--- src/hw/rtl/iol_pkg.sv ---
// ----------------------------------------------------------------------------
// iol_pkg
// Shared types and codes of the indexed ordered list: item formats,
// command codes, status codes and controller states.
// ----------------------------------------------------------------------------
package iol_pkg;

    localparam int IOL_CAPACITY = 32;

    typedef logic signed [31:0] t_word;

    typedef enum logic [2:0] {
        OP_INSERT  = 3'd0,
        OP_ERASE   = 3'd1,
        OP_HEAD    = 3'd2,
        OP_TAIL    = 3'd3,
        OP_READ_AT = 3'd4,
        OP_DUMP    = 3'd5,
        OP_INDEX   = 3'd6
    } t_op;

    localparam logic [1:0] ST_OK    = 2'd0;
    localparam logic [1:0] ST_RANGE = 2'd1;
    localparam logic [1:0] ST_FULL  = 2'd2;
    localparam logic [1:0] ST_EMPTY = 2'd3;

    typedef struct packed {
        logic [2:0]  op;
        logic [5:0]  position;
        t_word       item_value;
    } t_in_item;

    typedef struct packed {
        t_word       result_value;
        logic [1:0]  status;
        logic        last;
    } t_out_item;

    typedef struct packed {
        logic       load;
        t_out_item  item;
    } t_out_req;

    typedef enum logic [2:0] {
        S_IDLE,
        S_MOVE,
        S_INS_WR,
        S_READ,
        S_RESP
    } t_state;

endpackage

--- src/hw/rtl/indexed_ordered_list.sv ---
// ----------------------------------------------------------------------------
// indexed_ordered_list
// Ordered list of signed words with positional insert, erase and reads.
// ----------------------------------------------------------------------------
// one item in flight; the next item is taken once the last result is registered
// errors, index of and erase of the tail: result loaded from the response state
// head, tail and read at: one read, then the result; append: item written, then response
// insert: shift pos..tail up, write the item, respond; erase: shift entries past pos down
// dump of n elements: results follow one per cycle while not stalled; output stall holds all
// reset clears the count and control state; element memory is not cleared
module indexed_ordered_list
    import iol_pkg::*;
#(
    parameter int CAPACITY = IOL_CAPACITY
) (
    input  logic      i_clk,
    input  logic      i_rst_n,
    input  logic      i_in_valid,
    output logic      o_in_stall,
    input  t_in_item  i_in_item,
    output logic      o_out_valid,
    input  logic      i_out_stall,
    output t_out_item o_out_item
);

    localparam int AW = $clog2(CAPACITY);

    logic          r_out_valid, n_out_valid;
    t_out_item     r_out_item, n_out_item;
    logic          w_out_free;
    t_out_req      w_out_req;
    logic          w_wr_en;
    logic [AW-1:0] w_wr_addr;
    t_word         w_wr_data;
    logic          w_rd_en;
    logic [AW-1:0] w_rd_addr;
    t_word         w_rd_data;

    assign w_out_free = !r_out_valid || !i_out_stall;

    iol_ctrl #(
        .CAPACITY (CAPACITY)
    ) u_ctrl (
        .i_clk      (i_clk),
        .i_rst_n    (i_rst_n),
        .i_in_valid (i_in_valid),
        .i_in_item  (i_in_item),
        .o_in_stall (o_in_stall),
        .i_out_free (w_out_free),
        .o_out_req  (w_out_req),
        .o_wr_en    (w_wr_en),
        .o_wr_addr  (w_wr_addr),
        .o_wr_data  (w_wr_data),
        .o_rd_en    (w_rd_en),
        .o_rd_addr  (w_rd_addr),
        .i_rd_data  (w_rd_data)
    );

    iol_store #(
        .CAPACITY (CAPACITY)
    ) u_store (
        .i_clk     (i_clk),
        .i_wr_en   (w_wr_en),
        .i_wr_addr (w_wr_addr),
        .i_wr_data (w_wr_data),
        .i_rd_en   (w_rd_en),
        .i_rd_addr (w_rd_addr),
        .o_rd_data (w_rd_data)
    );

    // output register
    always_comb begin
        n_out_valid = r_out_valid;
        n_out_item  = r_out_item;
        if (w_out_req.load) begin
            n_out_valid = 1'b1;
            n_out_item  = w_out_req.item;
        end else if (!i_out_stall) begin
            n_out_valid = 1'b0;
        end
    end

    always_ff @(posedge i_clk) begin
        if (!i_rst_n) begin
            r_out_valid <= 1'b0;
        end else begin
            r_out_valid <= n_out_valid;
        end
    end

    always_ff @(posedge i_clk) begin
        r_out_item <= n_out_item;
    end

    assign o_out_valid = r_out_valid;
    assign o_out_item  = r_out_item;

endmodule

--- src/hw/rtl/iol_store.sv ---
// ----------------------------------------------------------------------------
// iol_store
// Element memory: one write port and one read port, read data registered
// and held until the next read.
// ----------------------------------------------------------------------------
module iol_store
    import iol_pkg::*;
#(
    parameter int CAPACITY = IOL_CAPACITY
) (
    input  logic                        i_clk,
    input  logic                        i_wr_en,
    input  logic [$clog2(CAPACITY)-1:0] i_wr_addr,
    input  t_word                       i_wr_data,
    input  logic                        i_rd_en,
    input  logic [$clog2(CAPACITY)-1:0] i_rd_addr,
    output t_word                       o_rd_data
);

    t_word r_mem [CAPACITY];
    t_word r_rd_data;

    always_ff @(posedge i_clk) begin
        if (i_wr_en) begin
            r_mem[i_wr_addr] <= i_wr_data;
        end
    end

    always_ff @(posedge i_clk) begin
        if (i_rd_en) begin
            r_rd_data <= r_mem[i_rd_addr];
        end
    end

    assign o_rd_data = r_rd_data;

endmodule

--- src/hw/rtl/iol_ctrl.sv ---
// ----------------------------------------------------------------------------
// iol_ctrl
// Command sequencer: decodes each item, walks the element memory to shift
// entries for insert and erase, and streams reads for head, tail, read at
// and dump.
// ----------------------------------------------------------------------------
module iol_ctrl
    import iol_pkg::*;
#(
    parameter int CAPACITY = IOL_CAPACITY
) (
    input  logic                        i_clk,
    input  logic                        i_rst_n,
    input  logic                        i_in_valid,
    input  t_in_item                    i_in_item,
    output logic                        o_in_stall,
    input  logic                        i_out_free,
    output t_out_req                    o_out_req,
    output logic                        o_wr_en,
    output logic [$clog2(CAPACITY)-1:0] o_wr_addr,
    output t_word                       o_wr_data,
    output logic                        o_rd_en,
    output logic [$clog2(CAPACITY)-1:0] o_rd_addr,
    input  t_word                       i_rd_data
);

    localparam int AW   = $clog2(CAPACITY);
    localparam int CW   = $clog2(CAPACITY + 1);
    localparam int CMPW = (CW > 6) ? CW : 6;

    t_state          r_state, n_state;
    logic [CW-1:0]   r_count, n_count;
    logic [2:0]      r_op, n_op;
    logic [AW-1:0]   r_pos, n_pos;
    t_word           r_val, n_val;
    logic [AW-1:0]   r_ptr, n_ptr;
    logic [AW-1:0]   r_end, n_end;
    logic [AW-1:0]   r_wdst, n_wdst;
    logic            r_pend, n_pend;
    logic            r_pend_last, n_pend_last;
    logic            r_issued_all, n_issued_all;
    t_out_item       r_resp, n_resp;

    logic            w_accept;
    logic [CMPW-1:0] w_pos_x;
    logic [CMPW-1:0] w_cnt_x;
    logic            w_full;
    logic            w_empty;
    logic [AW-1:0]   w_pos_a;
    logic [AW-1:0]   w_last_a;
    logic            w_issue;
    logic            w_load_rd;

    assign w_accept  = i_in_valid && (r_state == S_IDLE);
    assign w_pos_x   = CMPW'(i_in_item.position);
    assign w_cnt_x   = CMPW'(r_count);
    assign w_full    = (r_count == CW'(CAPACITY));
    assign w_empty   = (r_count == '0);
    assign w_pos_a   = AW'(i_in_item.position);
    assign w_last_a  = AW'(r_count - CW'(1));
    assign w_issue   = ((r_state == S_MOVE) && !r_issued_all) ||
                       ((r_state == S_READ) && !r_issued_all && (!r_pend || i_out_free));
    assign w_load_rd = (r_state == S_READ) && r_pend && i_out_free;
    assign o_in_stall = (r_state != S_IDLE);

    // next state
    always_comb begin
        n_state = r_state;
        case (r_state)
            S_IDLE: begin
                if (w_accept) begin
                    case (i_in_item.op)
                        OP_INSERT: begin
                            if (w_pos_x > w_cnt_x || w_full) begin
                                n_state = S_RESP;
                            end else if (w_pos_x == w_cnt_x) begin
                                n_state = S_INS_WR;
                            end else begin
                                n_state = S_MOVE;
                            end
                        end
                        OP_ERASE: begin
                            if (w_pos_x >= w_cnt_x || w_pos_x == w_cnt_x - CMPW'(1)) begin
                                n_state = S_RESP;
                            end else begin
                                n_state = S_MOVE;
                            end
                        end
                        OP_HEAD, OP_TAIL, OP_DUMP: begin
                            n_state = w_empty ? S_RESP : S_READ;
                        end
                        OP_READ_AT: begin
                            n_state = (w_pos_x >= w_cnt_x) ? S_RESP : S_READ;
                        end
                        OP_INDEX: begin
                            n_state = S_RESP;
                        end
                        default: begin
                            n_state = S_IDLE;
                        end
                    endcase
                end
            end
            S_MOVE: begin
                if (r_issued_all && !r_pend) begin
                    n_state = (r_op == OP_INSERT) ? S_INS_WR : S_RESP;
                end
            end
            S_INS_WR: begin
                n_state = S_RESP;
            end
            S_READ: begin
                if (w_load_rd && r_pend_last) begin
                    n_state = S_IDLE;
                end
            end
            S_RESP: begin
                if (i_out_free) begin
                    n_state = S_IDLE;
                end
            end
            default: begin
                n_state = S_IDLE;
            end
        endcase
    end

    // datapath and outputs
    always_comb begin
        n_count      = r_count;
        n_op         = r_op;
        n_pos        = r_pos;
        n_val        = r_val;
        n_ptr        = r_ptr;
        n_end        = r_end;
        n_wdst       = r_wdst;
        n_pend       = r_pend;
        n_pend_last  = r_pend_last;
        n_issued_all = r_issued_all;
        n_resp       = r_resp;
        o_wr_en      = 1'b0;
        o_wr_addr    = r_wdst;
        o_wr_data    = i_rd_data;
        o_rd_en      = 1'b0;
        o_rd_addr    = r_ptr;
        o_out_req    = '0;

        if (w_accept) begin
            n_op         = i_in_item.op;
            n_pos        = w_pos_a;
            n_val        = i_in_item.item_value;
            n_pend       = 1'b0;
            n_issued_all = 1'b0;
            n_resp       = '{result_value: '0, status: ST_OK, last: 1'b1};
            case (i_in_item.op)
                OP_INSERT: begin
                    n_ptr = w_last_a;
                    n_end = w_pos_a;
                    if (w_pos_x > w_cnt_x) begin
                        n_resp.status = ST_RANGE;
                    end else if (w_full) begin
                        n_resp.status = ST_FULL;
                    end else begin
                        n_count = r_count + CW'(1);
                    end
                end
                OP_ERASE: begin
                    n_ptr = AW'(w_pos_a + 1'b1);
                    n_end = w_last_a;
                    if (w_pos_x >= w_cnt_x) begin
                        n_resp.status = ST_RANGE;
                    end else begin
                        n_count = r_count - CW'(1);
                    end
                end
                OP_HEAD: begin
                    n_ptr = '0;
                    n_end = '0;
                    if (w_empty) begin
                        n_resp.status = ST_EMPTY;
                    end
                end
                OP_TAIL: begin
                    n_ptr = w_last_a;
                    n_end = w_last_a;
                    if (w_empty) begin
                        n_resp.status = ST_EMPTY;
                    end
                end
                OP_READ_AT: begin
                    n_ptr = w_pos_a;
                    n_end = w_pos_a;
                    if (w_pos_x >= w_cnt_x) begin
                        n_resp.status = ST_RANGE;
                    end
                end
                OP_DUMP: begin
                    n_ptr = '0;
                    n_end = w_last_a;
                    if (w_empty) begin
                        n_resp.status = ST_EMPTY;
                    end
                end
                OP_INDEX: begin
                    if (w_pos_x >= w_cnt_x) begin
                        n_resp.status = ST_RANGE;
                    end else begin
                        n_resp.result_value = 32'(i_in_item.position);
                    end
                end
                default: begin
                    n_resp = r_resp;
                end
            endcase
        end

        // walk: issue one read per cycle; reads wait while a pending result cannot go out
        if (w_issue) begin
            o_rd_en     = 1'b1;
            o_rd_addr   = r_ptr;
            n_pend      = 1'b1;
            n_pend_last = (r_ptr == r_end);
            n_wdst      = (r_op == OP_INSERT) ? AW'(r_ptr + 1'b1) : AW'(r_ptr - 1'b1);
            if (r_ptr == r_end) begin
                n_issued_all = 1'b1;
            end else if ((r_state == S_MOVE) && (r_op == OP_INSERT)) begin
                n_ptr = AW'(r_ptr - 1'b1);
            end else begin
                n_ptr = AW'(r_ptr + 1'b1);
            end
        end else if (r_state == S_MOVE || w_load_rd) begin
            n_pend = 1'b0;
        end

        // shifted entry lands one place over
        if (r_state == S_MOVE && r_pend) begin
            o_wr_en   = 1'b1;
            o_wr_addr = r_wdst;
            o_wr_data = i_rd_data;
        end

        if (r_state == S_INS_WR) begin
            o_wr_en   = 1'b1;
            o_wr_addr = r_pos;
            o_wr_data = r_val;
        end

        if (w_load_rd) begin
            o_out_req.load = 1'b1;
            o_out_req.item = '{result_value: i_rd_data, status: ST_OK, last: r_pend_last};
        end

        if (r_state == S_RESP && i_out_free) begin
            o_out_req.load = 1'b1;
            o_out_req.item = r_resp;
        end
    end

    always_ff @(posedge i_clk) begin
        if (!i_rst_n) begin
            r_state      <= S_IDLE;
            r_count      <= '0;
            r_pend       <= 1'b0;
            r_issued_all <= 1'b0;
        end else begin
            r_state      <= n_state;
            r_count      <= n_count;
            r_pend       <= n_pend;
            r_issued_all <= n_issued_all;
        end
    end

    always_ff @(posedge i_clk) begin
        r_op        <= n_op;
        r_pos       <= n_pos;
        r_val       <= n_val;
        r_ptr       <= n_ptr;
        r_end       <= n_end;
        r_wdst      <= n_wdst;
        r_pend_last <= n_pend_last;
        r_resp      <= n_resp;
    end

    a_count_bound: assert property (@(posedge i_clk) disable iff (!i_rst_n)
        r_count <= CW'(CAPACITY))
        else $error("element count above capacity");

    a_no_collision: assert property (@(posedge i_clk) disable iff (!i_rst_n)
        (o_wr_en && o_rd_en) |-> (o_wr_addr != o_rd_addr))
        else $error("read and write to the same entry in one cycle");

    a_load_free: assert property (@(posedge i_clk) disable iff (!i_rst_n)
        o_out_req.load |-> i_out_free)
        else $error("result loaded while output register busy");

    a_read_in_list: assert property (@(posedge i_clk) disable iff (!i_rst_n)
        (o_rd_en && r_state == S_READ) |-> (CW'(o_rd_addr) < r_count))
        else $error("read beyond the end of the list");

endmodule
--- config.mk ---
export PLATFORM = sky130hd
export DESIGN_NAME = indexed_ordered_list
export DESIGN_NICKNAME = d
export VERILOG_FILES = /design/src/hw/rtl/iol_pkg.sv /design/src/hw/rtl/indexed_ordered_list.sv /design/src/hw/rtl/iol_store.sv /design/src/hw/rtl/iol_ctrl.sv
export SDC_FILE = /design/constraint.sdc
export NUM_CORES = 1
export LEC_CHECK = 0
export BUFFER_PORTS_ARGS = -buffer_cell sky130_fd_sc_hd__buf_2
export CAP_MARGIN = 20
export CORE_ASPECT_RATIO = 1.1
export CORE_UTILIZATION = 59
export CTS_BUF_LIST = sky130_fd_sc_hd__clkbuf_8
export CTS_CLUSTER_DIAMETER = 50
export CTS_CLUSTER_SIZE = 16
export DETAILED_ROUTE_END_ITERATION = 8
export PLACE_DENSITY_LB_ADDON = 0.12
export SLEW_MARGIN = 20
export SYNTH_ARGS = -nofsm -noshare
export SYNTH_HDL_FRONTEND = slang
export SYNTH_SLANG_ARGS = --single-unit
--- constraint.sdc ---
create_clock -name i_clk -period 3.33 [get_ports i_clk]
set_input_delay 0.333 -clock i_clk [delete_from_list [all_inputs] [get_ports i_clk]]
set_output_delay 0.333 -clock i_clk [all_outputs]
set_load 0.02 [all_outputs]
# --- Word-level counts from Yosys, hierarchy flattened ---
# Memory sizes are Yosys's and may differ from the RTL's. A register that Yosys moved wholly into a read port is not among the register bits.
# Index checks and enable logic that the tools add are counted.
classes:
  add_sub_neg: 5
  mux: 47
  reduce_logical: 43
  eq_ne: 22
  n_lt_le_gt_ge: 2
op_table:
  columns: ["op", "n"]
  rows:
  - ["$mux W36", 2]
  - ["$pmux W32 S2", 1]
  - ["$mux W32", 1]
  - ["$mux W5", 6]
  - ["$pmux W3 S5", 2]
  - ["$mux W3", 9]
  - ["$mux W6", 4]
  - ["$pmux W5 S4", 1]
  - ["$pmux W5 S3", 1]
  - ["$mux W1", 14]
  - ["$eq A3 B2 Y1 const B", 4]
  - ["$eq A3 B3 Y1 const B", 4]
  - ["$eq A6 B6 Y1", 2]
  - ["$pmux W6 S2", 1]
  - ["$reduce_bool A3 Y1", 4]
  - ["$logic_and A1 B1 Y1", 11]
  - ["$add A5 B1 Y5 const B", 2]
  - ["$logic_not A3 Y1", 3]
  - ["$reduce_or A3 Y1", 3]
  - ["$mux W2", 4]
  - ["$ne A2 B1 Y1 const B", 4]
  - ["$ne A2 B2 Y1 const B", 4]
  - ["$add A6 B1 Y6 const B", 1]
  - ["$eq A3 B1 Y1 const B", 2]
  - ["16 further kinds", 29]
totals:
  memories: 1
  wordCells: 137
  mem_bits_rw: 1024
  output_inout_bits: 37
  register_bits: 137
  inputBits: 45
mem_list:
  columns: ["memory", "words", "word_bits", "read_ports", "rd_clocked_by_memory_dff", "wr", "line_no", "rtl"]
  rows:
  - ["u_store.r_mem", 32, 32, 1, 1, 1, "iol_store.sv:20", "t_word r_mem [CAPACITY];"]

# --- Depth between registers and ports, before layout ---
depth:
  depth_word: 7
  ltp_mapped: 10
  mapped_depth_nobuf: 8

# --- Modules after synthesis ---
# A second synthesis with hierarchy kept.
unflattened:
  hier_cells: 2766
  hier_area_um2: 46656.0
modules_own_cells:
  columns: ["mod", "cells_per_inst", "area_per_inst_um2", "seq_area_each_um2", "instances"]
  rows:
  - ["iol_store", 2260, 40812.9, 31710.4, 1]
  - ["iol_ctrl", 467, 4757.1, 2092.0, 1]
  - ["indexed_ordered_list", 39, 1086.0, 1071.0, 1]

# --- Worst setup path after synthesis ---
# OpenSTA, ideal clock, no wires.
synth_timing:
  path_type: "register -> register"
  from: "reg u_ctrl.r_state[2]"
  to: "mem u_store.r_mem[31][0] in the netlist's numbering, enable pin"
  required_ps: 2909
  path_stages_with_launch: 9
  path_buffers: 2
  slack_ps: -105
  period_less_slack_ps: 3435
  setup_time_ps: 421
  t_arrival_ps: 3014
  path_cell_list: "dfxtp_1 > clkbuf_1 > nand2b_1 > nor2_1 > clkbuf_1 > nand3_1 > o21ai_0 > nand2_1 > nor2_1"
synth_via:
  elab_chain_len: 6
  elab_cells_between_ends: 8
  cone_classes: "eq/ne (2); mux (5); reduce/logical (1)"
synth_rtl:
  columns: ["element", "line_no", "rtl"]
  rows:
  - ["start: declaration", "iol_ctrl.sv:31", "t_state r_state, n_state;"]
  - ["start signal: assignment", "iol_ctrl.sv:266", "r_state <= n_state;"]
  - ["$eq A3 B1 Y1", "iol_ctrl.sv:236", "if (r_state == S_MOVE && r_pend) begin"]
  - ["$logic_and A1 B1 Y1", "iol_ctrl.sv:236", null]
  - ["$mux W1", "iol_ctrl.sv:236", null]
  - ["$mux W1", "iol_ctrl.sv:242", "if (r_state == S_INS_WR) begin"]
  - ["$mux W1", "iol_store.sv:24", "if (i_wr_en) begin"]
  - ["$mux W1 (not written as such)", "iol_store.sv:25", "r_mem[i_wr_addr] <= i_wr_data;"]
  - ["end: declaration", "iol_store.sv:20", null]
# Parallel ways exist; a longest one is shown, timed or not.

==> results.md <==
* Routed len/inst at between 30 and 40 um
* Hold Fails Final Rpt at 0
* HPWL Detailed at 62.57 mm
* Total negative slack at 0 ns
* Static Leak at 15.92 nW
* Area of the multi-input gates at 0.01037 mm^2
* Comb power frac at around a fifth
* Max transition margin at 41.60%
* CP Launch Type: flip-flop
* Syn Nets at 2073
* Drt pass-1 iters at 6
* Fmax at roughly 360 MHz
* Via count at 21924
* Slew Limit Fails at 0
* Routed Antenna Nets at 0
* Non-Filler Instances at 3338
* FF+latch area at 0.03489 mm^2
* Overflow after GRT at 0
* Min-delay src: i_in_item[38]
* Area Growth Syn to Fin at 11.99%
* GRT Util Overall at 28.54%
* DIE HEIGHT at 293.3 um
* Via density at 6.568
* Status: complete, no violations
* Die span in x at 266.8 um
* Async SR Flop Fraction at 0%
* Crit end category: flip-flop
* Max VDD drop at 0.4600 mV
* Cts bufs inserted at 99
* Die area at 0.07826 mm^2
* Clock Root Buffer: clkbuf_8
* Ys Warns at 0
* Commonest cells in the netlist: edfxtp_1, mux4_2, mux2_2, clkbuf_1, nor2_1
* Initial Util at about three fifths
* Detailed Route Iter0 Violations at about 2600
* Hold Path Sink: u_ctrl.r_op[0]$_DFFE_PP_
* R2R Path End: u_store.o_rd_data[12]$_DFFE_PN_
* Drt drc at 0
* Skew-Pair Late Insertion Delay at 0.74 ns
* Synth top area share at 75.87%
* Reg2reg setup slack at 0.52 ns
* Nets at 2302
* RSZ-0062 raised after global routing: no
* Most frequent cell after synthesis: edfxtp_1
* Initial antenna violation count at 2
* Yosys cell types at 63
* Hold depth at 1
* Layout cell share with drive strength beyond 1 at 33.91%
* Top Ports at between 80 and 90
* Slew @ Worst Pin at 0.8760 ns
* Synth area leaders: edfxtp_1, mux4_2, mux2_2
* Cell area power density at approximately 630 mW/mm^2
* Post-Route WL at 108.6 mm
* IO Port Bufs at 81
* Cell area after layout at 0.05097 mm^2
* Vias in the first global route at 22213
* Pint at 23.89 mW
* Switching Share at 25.08%
* Final setup violation count at 0
* Clock power share at between 20% and 30%
* Setup ws final at between 0.5 and 0.6 ns
* R2r worst-path depth at 5
* Post-synth EDFFs at 1150
* Maximum buffer depth of the clock tree at 3
* Register area share after synthesis at 76.62%
* Mapped Cells at 2017
* H-tree Lvls at 3
* Global-route wire length before repair at 155.7 mm
* Reg2reg start: u_ctrl.o_rd_addr[0]$_DFF_P_
* Reg power frac at around 52%
* Post-CTS setup buffer count at 0
* Min Tclk post-route at 2.811 ns
* Final worst-path cycle share at 84.42%
* Seq cells post-synth at 1167
* DP Worst Slack at 0.4905 ns
* Ys flop type: edfxtp_1
* Core Footprint at 0.07613 mm^2
* Leading area contributor after synthesis: edfxtp_1
* Reg clk slew, reported paths at 0.09 ns
* Cell Rows at 106
* Max Cap Viol at 0
* Post-Synthesis Cell Area at 0.04551 mm^2
* Net Switching at 7.999 mW
* Placer Congestion at 0.8331
* Worst hold slack at between 0.06 and 0.07 ns
* Fill cells at 4823
* CTS tree: done
* Clock sink count at 1167
* Largest net degree at the start of global routing at 61
* Syn_area_per_cell at 22.57 um^2
* Dpl cell area at 0.04852 mm^2
* Critical path required time at approximately 3.8 ns
* Placed instance count at 3132
* Worst EP arrival at ~3.3 ns
* Kind of critical path: flip-flop to flip-flop
* Layout Skew at about 0.05 ns
* HP Class: input port to flip-flop
* Crit Path Max Fanout at 26
-- metal layers --
layer | wire length, um | global-route usage (%) | vias to the layer above
li1 | - | - | 8924
met1 | 43010 | 40.81 | 11811
met2 | 54910 | 46.98 | 1072
met3 | 8505 | 4.157 | 117
met4 | 2163 | 7.401 | 0
met5 | 0 | 0 | -
-- stage by stage --
stage	util [%]	power, mW
final	66.95	31.89
after global routing	66.95	32.99
after CTS	66.95	32.12
after detailed placement	63.73	23.76
after global placement	63.73	23.65
after floorplan	-	22.08
-- flip-flops by register name (all words and copies together), names as in the netlist, 5 cells and up --
name,count
o_out_item,35
u_ctrl.o_rd_addr,5
u_ctrl.r_count,6
u_ctrl.r_end,5
u_ctrl.r_pos,5
u_ctrl.r_resp,8
u_ctrl.r_val,32
u_ctrl.r_wdst,5
u_store.o_rd_data,32
u_store.r_mem,1024
-- worst max-delay path: stages, from the launching register on --
cell,delay (ns)
dfxtp_4,0.73
buf_12,0.31
buf_12,0.20
mux4_2,0.51
mux4_2,0.49
mux2_2,0.29
-- layout by cell type, fill, tap and decap left out, drive strengths merged, types with 5 or more instances in the layout --
cell type	netlist	final
a211oi	7	7
a21oi	18	18
a22o	6	6
a31oi	6	6
and2	35	35
and3	11	11
buf	49	197
bufinv	0	10
clkbuf	59	102
clkinv	2	26
clkinvlp	0	10
dfxtp	17	17
dlygate4sd3	0	39
edfxtp	1150	1150
ha	11	11
inv	16	34
mux2	68	68
mux2i	11	11
mux4	320	320
nand2	30	30
nand2b	8	8
nand3	6	6
nand3b	5	5
nor2	52	52
nor3	18	18
o21ai	25	25
or3	5	5
xnor2	15	15
xor2	9	9
-- worst max path at each step --
stage	start	end	slack (ns)	cells past startpoint
3_5_place_dp	u_ctrl.o_rd_addr[0]$_DFF_P_	u_store.o_rd_data[12]$_DFFE_PN_	0.49	5
4_1_cts	u_ctrl.o_rd_addr[0]$_DFF_P_	u_store.o_rd_data[12]$_DFFE_PN_	0.51	5
3_3_place_gp	u_ctrl.o_rd_addr[0]$_DFF_P_	u_store.o_rd_data[18]$_DFFE_PN_	0.52	5
6_report	u_ctrl.o_rd_addr[0]$_DFF_P_	u_store.o_rd_data[12]$_DFFE_PN_	0.52	5
2_1_floorplan	u_ctrl.r_state[2]$_SDFFE_PN0P_	u_store.r_mem[31][0]$_DFFE_PP_	-0.11	8
5_1_grt	u_ctrl.o_rd_addr[0]$_DFF_P_	u_store.o_rd_data[12]$_DFFE_PN_	0.43	5
-- power groups by stage --
stage               clock network [mW]  registers, mW  logic [mW]
floorplan                            0           16.8        5.29
global route                      9.16           16.7        7.12
global placement                     0           17.0        6.63
detailed placement                   0           17.0        6.74
finish                            8.52           16.7        6.69
CTS                               8.63           16.7        6.79
-- cell families (layout without fill, tap and decap cells) --
kind of cell               count (synthesis)  in the layout  synth area share (%)
xor gates and xnor gates                  24             24                0.4618
and+or+nand+nor                          193            193                 2.227
AOI/OAI and AO/OA                         97             97                 1.479
adders and majority gates                 11             11                0.3024
other                                      0              3                     0
buffers and inverters                    126            418                 1.144
muxes                                    399            399                 17.77
DFF                                     1167           1167                 76.62
-- layout make-up --
| type | instances | share of cell area, % |
|---|---|---|
| inverters | 18 | 0.1375 |
| well taps | 1026 | 2.519 |
| flip-flops and latches | 1167 | 68.44 |
| repair buffers | 236 | 4.497 |
| diodes | 3 | 0.01473 |
| clock buffers | 102 | 2.754 |
| clock inverters | 62 | 1.284 |
| multi-input cells | 724 | 20.35 |
-- timing repair --
action                                 in CTS  in global routing
hold buffers                               39                  0
resized for setup                           0                  0
endpoints found under the hold margin      50                  0
setup endpoints to repair                   0                  0
No activity file was read; power rests on OpenSTA's default activity.
